[src/rtl/core/ctmon_pkg.sv]
// Shared types and constants of the core temperature maximum threshold monitor.
package ctmon_pkg;

	// Default configuration of the block.
	localparam int DEF_MAX_CORES  = 32;
	localparam int DEF_TEMP_WIDTH = 20;

	// Width of the valid core count field in a result.
	localparam int VALID_CORES_WIDTH = 6;

	// Four alarms, in the order they are packed into a result.
	localparam int ALARM_COUNT = 4;
	localparam int ALM_WARN_HIGH = 0;
	localparam int ALM_WARN_LOW  = 1;
	localparam int ALM_CRIT_HIGH = 2;
	localparam int ALM_CRIT_LOW  = 3;

	// Result layout above the temperature field: functional flag, count,
	// alarm levels and alarm edges.
	localparam int RES_EXTRA_BITS = 1 + VALID_CORES_WIDTH + 2 * ALARM_COUNT;

	// Reset values of the configuration registers, in millidegrees.
	localparam int CLAMP_LOW_RESET  = -40000;
	localparam int CLAMP_HIGH_RESET = 125000;
	localparam int WARN_LOW_RESET   = -20000;
	localparam int WARN_HIGH_RESET  = 80000;
	localparam int CRIT_LOW_RESET   = -40000;
	localparam int CRIT_HIGH_RESET  = 95000;

	localparam int CFG_INDEX_WIDTH = 3;

	typedef enum logic [CFG_INDEX_WIDTH-1:0] {
		REG_CLAMP_LOW  = 3'd0,
		REG_CLAMP_HIGH = 3'd1,
		REG_WARN_LOW   = 3'd2,
		REG_WARN_HIGH  = 3'd3,
		REG_CRIT_LOW   = 3'd4,
		REG_CRIT_HIGH  = 3'd5
	} cfg_reg_t;

endpackage

[src/rtl/core/core_temp_max_threshold_monitor_top.sv]
// Top level of the core temperature maximum threshold monitor.
//
//  Channel  Direction  Handshake               Payload
//  s_*      in         s_tvalid / s_tready     tdata: reading; tuser: reading_ok;
//                                              tlast: round_last
//  m_*      out        m_tvalid / m_tready     tdata: aggregate_temp, sensor_functional,
//                                              valid_cores, alarm levels, alarm edges
//  cfg_*    in         cfg_valid / cfg_ready   cfg_index: register, cfg_data: value
//
// One request is taken in every clock cycle while the result side keeps up; the request
// carrying tlast passes through stage 1, stage 2, which holds the round's maximum and
// count, stage 3, which holds the clamped value, and the output register, which holds
// the alarm levels and edges. A reading that closes no round only updates the running
// maximum and count as it leaves stage 1.
// Ready falls only when the output register holds an untaken result, every stage behind it
// is full and stage 1 holds a round's last reading, so requests flow while a result waits.
// Reset is asynchronous and active low; it empties the pipeline, sets the running maximum
// to the most negative value, clears the count and the alarms, and loads the register defaults.
// Configuration writes are always accepted and take effect on the next cycle.
module core_temp_max_threshold_monitor_top
	import ctmon_pkg::*;
#(
	parameter int MAX_CORES  = DEF_MAX_CORES,
	parameter int TEMP_WIDTH = DEF_TEMP_WIDTH
) (
	input  logic                                  clk,
	input  logic                                  arst_n,
	// Reading requests.
	input  logic                                  s_tvalid,
	output logic                                  s_tready,
	// Bits from 0: reading (TEMP_WIDTH bits, signed), then zero padding.
	input  logic [((TEMP_WIDTH+7)/8)*8-1:0]       s_tdata,
	// Bit 0: reading_ok.
	input  logic                                  s_tuser,
	input  logic                                  s_tlast,
	// Round results.
	output logic                                  m_tvalid,
	input  logic                                  m_tready,
	// Bits from 0: aggregate_temp (TEMP_WIDTH, signed), sensor_functional,
	// valid_cores (6), warn_high_alarm, warn_low_alarm, crit_high_alarm,
	// crit_low_alarm, warn_high_edge, warn_low_edge, crit_high_edge,
	// crit_low_edge, then zero padding.
	output logic [((TEMP_WIDTH+RES_EXTRA_BITS+7)/8)*8-1:0] m_tdata,
	// Configuration writes.
	input  logic                                  cfg_valid,
	output logic                                  cfg_ready,
	input  logic [CFG_INDEX_WIDTH-1:0]            cfg_index,
	input  logic [TEMP_WIDTH-1:0]                 cfg_data
);

	localparam int TW = TEMP_WIDTH;
	localparam int CW = $clog2(MAX_CORES + 1);
	localparam int OW = ((TW + RES_EXTRA_BITS + 7) / 8) * 8;
	localparam logic signed [TW-1:0] MOST_NEG = {1'b1, {(TW-1){1'b0}}};
	localparam logic [CW-1:0] CNT_MAX = CW'(MAX_CORES);

	// Configuration registers.
	logic signed [TW-1:0] clamp_low_q, clamp_high_q;
	logic signed [TW-1:0] warn_low_q, warn_high_q, crit_low_q, crit_high_q;

	// Stage 1: the accepted request as it came in.
	logic                 vld_s1, ok_s1, last_s1;
	logic signed [TW-1:0] rd_s1;

	// Round accumulation.
	logic signed [TW-1:0] max_q, max_nx;
	logic [CW-1:0]        cnt_q, cnt_nx;

	// Stage 2: maximum and count of a finished round.
	logic                 vld_s2;
	logic signed [TW-1:0] max_s2;
	logic [CW-1:0]        cnt_s2;

	// Stage 3: clamped maximum.
	logic                 vld_s3, func_s3;
	logic signed [TW-1:0] temp_s3;
	logic [CW-1:0]        cnt_s3;

	// Alarm state and the value reported by the last functional round.
	logic [ALARM_COUNT-1:0] alarm_q;
	logic signed [TW-1:0]   last_val_q;

	// Output register.
	logic          out_vld_q;
	logic [OW-1:0] out_data_q;

	// Pipeline flow.
	logic adv1, adv2, adv3;
	logic s2_free, s3_free, out_free;
	logic in_take;

	logic signed [TW-1:0]   clamp_lo_fix, clamp_val;
	logic [ALARM_COUNT-1:0] alarm_nx, alarm_out, edge_out;
	logic signed [TW-1:0]   agg_out;
	logic [CW+VALID_CORES_WIDTH-1:0] cnt_ext;
	logic [OW-1:0]          out_data_nx;

	// The output register frees up when its result is taken; each stage frees up
	// when it is empty or moves on in the same cycle. Readings that do not close a
	// round are folded into the accumulator and never enter stage 2.
	assign out_free = !out_vld_q || m_tready;
	assign adv3     = vld_s3 && out_free;
	assign s3_free  = !vld_s3 || adv3;
	assign adv2     = vld_s2 && s3_free;
	assign s2_free  = !vld_s2 || adv2;
	assign adv1     = vld_s1 && (!last_s1 || s2_free);
	assign s_tready = !vld_s1 || adv1;
	assign in_take  = s_tvalid && s_tready;

	assign cfg_ready = 1'b1;

	always_ff @(posedge clk or negedge arst_n) begin
		if (!arst_n) begin
			clamp_low_q  <= TW'(CLAMP_LOW_RESET);
			clamp_high_q <= TW'(CLAMP_HIGH_RESET);
			warn_low_q   <= TW'(WARN_LOW_RESET);
			warn_high_q  <= TW'(WARN_HIGH_RESET);
			crit_low_q   <= TW'(CRIT_LOW_RESET);
			crit_high_q  <= TW'(CRIT_HIGH_RESET);
		end else if (cfg_valid) begin
			case (cfg_reg_t'(cfg_index))
				REG_CLAMP_LOW:  clamp_low_q  <= cfg_data;
				REG_CLAMP_HIGH: clamp_high_q <= cfg_data;
				REG_WARN_LOW:   warn_low_q   <= cfg_data;
				REG_WARN_HIGH:  warn_high_q  <= cfg_data;
				REG_CRIT_LOW:   crit_low_q   <= cfg_data;
				REG_CRIT_HIGH:  crit_high_q  <= cfg_data;
				default: ;
			endcase
		end
	end

	// The first valid reading of a round always replaces the maximum; the count
	// stops at the number of cores.
	always_comb begin
		max_nx = max_q;
		cnt_nx = cnt_q;
		if (ok_s1) begin
			if (cnt_q == '0 || rd_s1 > max_q) begin
				max_nx = rd_s1;
			end
			if (cnt_q < CNT_MAX) begin
				cnt_nx = cnt_q + CW'(1);
			end
		end
	end

	// Clamp to the low bound first and then to the high bound, so inverted bounds
	// give the high bound.
	always_comb begin
		clamp_lo_fix = (max_s2 < clamp_low_q) ? clamp_low_q : max_s2;
		clamp_val    = (clamp_lo_fix > clamp_high_q) ? clamp_high_q : clamp_lo_fix;
	end

	// Alarm levels from the clamped value. An empty round reports the previous
	// value and alarms with no edges.
	always_comb begin
		alarm_nx                = '0;
		alarm_nx[ALM_WARN_HIGH] = (temp_s3 >= warn_high_q);
		alarm_nx[ALM_WARN_LOW]  = (temp_s3 <= warn_low_q);
		alarm_nx[ALM_CRIT_HIGH] = (temp_s3 >= crit_high_q);
		alarm_nx[ALM_CRIT_LOW]  = (temp_s3 <= crit_low_q);
		if (func_s3) begin
			agg_out   = temp_s3;
			alarm_out = alarm_nx;
			edge_out  = alarm_nx ^ alarm_q;
		end else begin
			agg_out   = last_val_q;
			alarm_out = alarm_q;
			edge_out  = '0;
		end
		cnt_ext     = {{VALID_CORES_WIDTH{1'b0}}, cnt_s3};
		out_data_nx = OW'({edge_out, alarm_out, cnt_ext[VALID_CORES_WIDTH-1:0],
			func_s3, agg_out});
	end

	// Control state.
	always_ff @(posedge clk or negedge arst_n) begin
		if (!arst_n) begin
			vld_s1     <= 1'b0;
			vld_s2     <= 1'b0;
			vld_s3     <= 1'b0;
			out_vld_q  <= 1'b0;
			max_q      <= MOST_NEG;
			cnt_q      <= '0;
			alarm_q    <= '0;
			last_val_q <= '0;
		end else begin
			if (in_take) begin
				vld_s1 <= 1'b1;
			end else if (adv1) begin
				vld_s1 <= 1'b0;
			end

			if (adv1) begin
				if (last_s1) begin
					max_q <= MOST_NEG;
					cnt_q <= '0;
				end else begin
					max_q <= max_nx;
					cnt_q <= cnt_nx;
				end
			end

			if (adv1 && last_s1) begin
				vld_s2 <= 1'b1;
			end else if (adv2) begin
				vld_s2 <= 1'b0;
			end

			if (adv2) begin
				vld_s3 <= 1'b1;
			end else if (adv3) begin
				vld_s3 <= 1'b0;
			end

			if (adv3) begin
				out_vld_q <= 1'b1;
				if (func_s3) begin
					alarm_q    <= alarm_nx;
					last_val_q <= temp_s3;
				end
			end else if (m_tready) begin
				out_vld_q <= 1'b0;
			end
		end
	end

	// Payload registers.
	always_ff @(posedge clk) begin
		if (in_take) begin
			rd_s1   <= $signed(s_tdata[TW-1:0]);
			ok_s1   <= s_tuser;
			last_s1 <= s_tlast;
		end
		if (adv1 && last_s1) begin
			max_s2 <= max_nx;
			cnt_s2 <= cnt_nx;
		end
		if (adv2) begin
			temp_s3 <= clamp_val;
			cnt_s3  <= cnt_s2;
			func_s3 <= (cnt_s2 != '0);
		end
		if (adv3) begin
			out_data_q <= out_data_nx;
		end
	end

	assign m_tvalid = out_vld_q;
	assign m_tdata  = out_data_q;

endmodule

[config.mk]
export PLATFORM = sky130hd
export DESIGN_NAME = core_temp_max_threshold_monitor_top
export DESIGN_NICKNAME = d
export VERILOG_FILES = /design/src/rtl/core/ctmon_pkg.sv /design/src/rtl/core/core_temp_max_threshold_monitor_top.sv
export SDC_FILE = /design/constraint.sdc
export NUM_CORES = 1
export LEC_CHECK = 0
export ABC_AREA = 1
export BUFFER_PORTS_ARGS = -buffer_cell sky130_fd_sc_hd__buf_2
export CAP_MARGIN = 20
export CELL_PAD_IN_SITES_DETAIL_PLACEMENT = 1
export CELL_PAD_IN_SITES_GLOBAL_PLACEMENT = 1
export CORE_ASPECT_RATIO = 1.5
export CORE_MARGIN = 5
export CORE_UTILIZATION = 51
export DETAILED_ROUTE_END_ITERATION = 12
export HOLD_SLACK_MARGIN = 0.15
export PLACE_DENSITY_LB_ADDON = 0.1
export SYNTH_ARGS = -nofsm -noshare
export SYNTH_HDL_FRONTEND = slang
export SYNTH_SLANG_ARGS = --single-unit
export TNS_END_PERCENT = 30
[constraint.sdc]
create_clock -name clk -period 7.07 [get_ports clk]
set_input_delay 0.3535 -clock clk [delete_from_list [all_inputs] [get_ports clk]]
set_output_delay 0.3535 -clock clk [all_outputs]
set_load 0.05 [all_outputs]
# Yosys cells after proc, flatten, opt, wreduce, memory -nomap -nowiden
# Cells that the tools add are included.
[totals]
ramBits = 0
elab_cells = 86
output_inout_bits = 43
input_bits = 54
romBits = 0
memories = 0
latchBits = 0
reg_bits = 284
[op_classes]
div_mod_pow = 0
add_sub_neg = 1
n_reduce_logical = 29
n_shift = 0
mux = 18
n_bitwise = 1
n_mul = 0
n_eq_ne = 5
n_lt_le_gt_ge = 8
[op_table]
columns = ["op", "n"]
rows = [
  ["20-bit 2-to-1 mux", 6],
  ["20-bit >= comparator", 2],
  ["20-bit greater-than comparator", 2],
  ["20-bit <= comparator", 2],
  ["20-bit less-than comparator", 1],
  ["6-bit 2-to-1 mux", 3],
  ["2-bit AND reduction", 6],
  ["1-bit 2-to-1 mux", 8],
  ["2-bit nonzero test", 4],
  ["6-bit by 1-bit adder with 6-bit output (second input constant)", 1],
  ["3-bit by 2-bit == test with 1-bit output (second input constant)", 2],
  ["3-bit == test (second input constant)", 2],
  ["6-bit zero test", 1],
  ["1-bit logical OR", 6],
  ["6-bit less-than comparator (second input constant)", 1],
  ["6-bit nonzero test", 1],
  ["1-bit logical AND", 5],
  ["1-bit zero test", 5],
  ["4-bit 2-to-1 mux", 1],
  ["4-bit XOR", 1],
  ["3-bit by 1-bit == test with 1-bit output (second input constant)", 1],
  ["3-bit zero test", 1],
]

# Logic depth before layout (Yosys ltp)
[depth]
word_depth = 11
mapped_depth = 25
ltp_nobuf = 23

# Worst setup path before layout
# Ideal clock, no wire load.
[synth_path]
path_kind = "reg2reg"
startpoint = "register clamp_low_q[19]"
endpoint = "register temp_s3[0] (data pin)"
path_buffers = 2
t_arrival_ps = 3323
stages_incl_launch_ff = 26
required_ps = 6817
synth_period_minus_slack_ps = 3576
setup_ps = 253
path_slack_ps = 3494
path_cell_list = "dfstp_2 inv_1 ha_1 nand2_1 nor2_1 nand4_1 inv_1 nand4_1 nand3_1 nand2_1 o21ai_1 buf_2 nand2_1 and2_1 ha_1 nand2_1 nor2_2 nand2_1 nor3_1 nand2_1 nand3_1 nand2_1 a21o_1 buf_2 nand3_1 nand2_1"
[synth_between]
elab_chain_len = 4
[synth_lines]
columns = ["element", "line", "rtl"]
rows = [
  ["start: declaration", "core_temp_max_threshold_monitor_top.sv:58", "logic signed [TW-1:0] clamp_low_q, clamp_high_q;"],
  ["start signal: assignment", "core_temp_max_threshold_monitor_top.sv:114", "clamp_low_q <= TW'(CLAMP_LOW_RESET);"],
  ["start signal: assignment", "core_temp_max_threshold_monitor_top.sv:122", "REG_CLAMP_LOW: clamp_low_q <= cfg_data;"],
  ["20-bit less-than comparator", "core_temp_max_threshold_monitor_top.sv:151", "clamp_lo_fix = (max_s2 < clamp_low_q) ? clamp_low_q : max_s2;"],
  ["20-bit 2-to-1 mux (*)", "core_temp_max_threshold_monitor_top.sv:151", ""],
  ["20-bit greater-than comparator", "core_temp_max_threshold_monitor_top.sv:152", "clamp_val = (clamp_lo_fix > clamp_high_q) ? clamp_high_q : clamp_lo_fix;"],
  ["20-bit 2-to-1 mux (*)", "core_temp_max_threshold_monitor_top.sv:152", ""],
  ["via clamp_val[0]", "core_temp_max_threshold_monitor_top.sv:92", "logic signed [TW-1:0] clamp_lo_fix, clamp_val;"],
  ["end signal: assignment", "core_temp_max_threshold_monitor_top.sv:241", "temp_s3 <= clamp_val;"],
  ["end: declaration", "core_temp_max_threshold_monitor_top.sv:76", "logic signed [TW-1:0] temp_s3;"],
]
# Mark *: on every way through the listed nets, which the timed path passes. The rest lies on a longest branch.
# A chain may end at the register's enable or synchronous reset.

# Worst setup path after layout
[layout_path]
startpoint = "register clamp_low_q[19]"
endpoint = "register temp_s3[5] (data pin)"
# The elaborated chain is that of the path after synthesis.

==> results_dict.tcl <==
set metrics [dict create \
    cts_tree "built" \
    r2r-end "temp_s3[5]" \
    crit_family "simple AND/OR/NAND/NOR gates" \
    layout-drive-gt1-share 0.129 \
    reg2regPathDepth 21 \
    dpl_worst_slack_ns 2.14 \
    overflow 0 \
    multi_input_area_sq_um 6140 \
    synth.distinct_cells 34 \
    root_buffer "clkbuf_16" \
    synthTopCellsByArea "edfxtp_1 (22%), dfrtp_1 (20%), ha_1 (12%), nand2_1 (9.2%), dfstp_2 (9.0%)" \
    cp.buffers_inverters 1 \
    diodes 0 \
    post_drt_wl_per_cell_um 16.4 \
    hold_violations 0 \
    skew_ns 0.0162 \
    grt_max_degree 81 \
    drc 0 \
    numPortBuffers 86 \
    clk_latency_ns 0.57 \
    combPwrFrac 0.341 \
    netlist_instances 1692 \
    clk_path_buf_depth 3 \
    core_region_area_sq_um 29400 \
    place.gp.congestion 0.851 \
    drt-pass1-iter-count 4 \
    chipWidth_um 151 \
    worst-slew-pin-transition_ns 0.982 \
    worstPathRequired_ns 7.50 \
    initial_core_util 0.515 \
    internal_power_mw 3.68 \
    wl_um 36200 \
    hold-path-endpoint "warn_high_q[8]" \
    power_density_nw_per_um2 338 \
    start_kind "flop" \
    fin_crit_ns 4.86 \
    irDropWorstVdd_v 0.000221 \
    path_clk_slew_ns 0.06 \
    period_share 0.688 \
    yosysWarnings 0 \
    cp_common_cell "nand2_1" \
    wl_met2_um 20200 \
    pwr-share-clk 0.256 \
    switching_share 0.364 \
    path_cells "inv_1, ha_1, nand2_1, nor2_1, a21boi_0, nor3_1, nand3_1, nand2_1, nand2_1, nand2_1, and2_1, ha_1, nand2_1, nor2_1, nand2_1, nor3_1, nand2_1, nand3_1, xor2_2, nand3_1, nand2_1" \
    net-switching-power_mw 2.10 \
    place_hpwl_um 27400 \
    syn_area_sq_um 15100 \
    regArea_sq_um 7720 \
    grt_antenna_before_repair 0 \
    stdcell_count 2208 \
    fmax_mhz 206 \
    synth_async_sr_flop_share 0.613 \
    numClockSinks 284 \
    grt_pass1_vias 12671 \
    drt-vias-per-instance 5.23 \
    slew_headroom 0.345 \
    report.final.slew_viol_count 0 \
    place_inst 2129 \
    die_y_um 221 \
    worst_path_max_delay_cell "xor2_2" \
    min_from "cfg_index[0]" \
    synth_top_area_share 0.218 \
    htreeDepth 1 \
    cp.arrival_ns 5.29 \
    die_area_sq_um 33300 \
    synth_top_flop_cell "dfrtp_1" \
    num_io_pins 97 \
    tns_ns 0 \
    ys_ff_latch 284 \
    drtIter0Drc 333 \
    top_layer_used "met4" \
    num_rows 77 \
    num_vias 11544 \
    outcome "complete, no violations" \
    wl_met1_um 13700 \
    endpoint_kind "flop" \
    track_usage 0.223 \
    fin_nets 1986 \
    dpl_cell_area_sq_um 15900 \
    holdPathStages 3 \
    rrSetupSlack_ns 2.21 \
    avgSynthCellArea_sq_um 8.94 \
    ant_nets 0 \
    met3_wirelength_um 859 \
    r2r_start "clamp_low_q[19]" \
    leakage_nw 8.17 \
    critPathMaxFanout 20 \
    p_seq_frac 0.403 \
    ys_seq_area_frac 0.510 \
    cts_buffers 28 \
    fin_util 0.582 \
    final_area_sq_um 17100 \
    fin_ws_ns 2.21 \
    crit_path_max_incr_delay_ns 0.71 \
    startpoint "clamp_low_q[19]" \
    setup_viol 0 \
    cap_violations 0 \
    synth_edf_count 110 \
    rsz0062_at_grt "no" \
    hold_path.class "in2reg" \
    area_growth_pct 13.1 \
    crit_type "reg2reg" \
    cts_resized 0 \
    grt_pass1_wl_um 60600 \
    synth_largest_area_cell "edfxtp_1" \
    fillerInstances 3434 \
]
==> Yosys cell counts (all sizes together), types with 9 or more instances <==
cell type	number
or2	9
o21ai	209
inv	271
dfstp	52
nor2	56
buf	19
and2	44
edfxtp	110
clkbuf	41
dfrtp	122
nand2	392
nand3	107
nand4	22
a21oi	65
ha	141
==> power by group through the flow <==
| stage | Clock, mW | Sequential (mW) | Combinational, mW |
|---|---|---|---|
| after floorplan | 0 | 2.40 | 1.35 |
| after global placement | 0 | 2.34 | 1.84 |
| after detailed placement | 0 | 2.36 | 1.97 |
| after CTS | 1.51 | 2.34 | 2.00 |
| after global routing | 1.61 | 2.37 | 2.29 |
| final | 1.48 | 2.33 | 1.97 |
==> stage by stage <==
| stage | total power [mW] | hold WS (ns) |
|---|---|---|
| 2_1_floorplan | 3.75 | 0.0579 |
| 3_3_place_gp | 4.18 | 0.403 |
| 3_5_place_dp | 4.33 | 0.407 |
| 4_1_cts | 5.85 | 0.154 |
| 5_1_grt | 6.27 | 0.174 |
| 6_report | 5.78 | 0.161 |
==> tightest hold or removal path, delay by kind of cell <==
family	cells	cell delay [ns]
AO/OA/AOI/OAI	1	0.09
buffers and inverters	1	0.12
AND/OR/NAND/NOR	1	0.12
==> layout make-up <==
class	instances	share of cell area
multi-input cells	1081	0.359
clock inverters	7	0.00431
clock buffers	45	0.0488
flip-flops and latches	284	0.451
repair buffers	125	0.0483
inverters	271	0.0594
well taps	395	0.0289
==> registers in the layout, summed over array words and instances, names as in the netlist, 4 cells and up <==
register / cells
cnt_s2: 6
warn_high_q: 20
m_tdata: 35
crit_low_q: 20
cnt_s3: 6
max_q: 20
clamp_high_q: 20
rd_s1: 20
warn_low_q: 20
alarm_q: 4
cnt_q: 6
last_val_q: 20
temp_s3: 20
clamp_low_q: 20
crit_high_q: 20
max_s2: 20
==> cell usage in the layout (no fill, tap or decap), types with 9 or more instances in the layout <==
| cell | count |
|---|---|
| buf_2 | 85 |
| dfstp_2 | 52 |
| buf_4 | 11 |
| inv_1 | 271 |
| and2_1 | 44 |
| nand4_1 | 22 |
| nand3_1 | 106 |
| or2_2 | 9 |
| dfrtp_1 | 122 |
| nand2_1 | 370 |
| nor2_1 | 50 |
| clkbuf_1 | 11 |
| ha_1 | 141 |
| a21oi_1 | 64 |
| dlygate4sd3_1 | 25 |
| o21ai_0 | 201 |
| nand2_2 | 22 |
| clkbuf_16 | 29 |
| edfxtp_1 | 110 |
==> repair_timing <==
item,4_1_cts,5_1_grt
hold buffers,25,0
setup buffers,0,0
hold endpoints to repair,69,0
==> layer usage <==
| layer | track usage | vias up |
|---|---|---|
| met2 | 0.440 | 129 |
| met4 | 0.0843 | 0 |
| met1 | 0.239 | 5640 |
| li1 | - | 5714 |
| met5 | 0 | - |
| met3 | 0.0205 | 61 |
==> logic make-up after synthesis <==
| family | share of synthesized area |
|---|---|
| AOI/OAI and AO/OA | 0.0973 |
| xor gates and xnor gates | 0.00232 |
| adders and majority gates | 0.117 |
| buffers and inverters | 0.0858 |
| DFF | 0.510 |
| other | 0.000496 |
| and+or+nand+nor | 0.187 |
==> how the worst max path moves through the flow <==
stage | endpoint | slack, ns | cells after the start
3_5_place_dp | temp_s3[9] | 2.14 | 22
4_1_cts | temp_s3[5] | 2.09 | 22
3_3_place_gp | temp_s3[0] | 2.36 | 21
6_report | temp_s3[5] | 2.21 | 21
5_1_grt | temp_s3[17] | 1.57 | 20
2_1_floorplan | temp_s3[0] | 3.49 | 25
No activity file was read; power rests on OpenSTA's default activity.
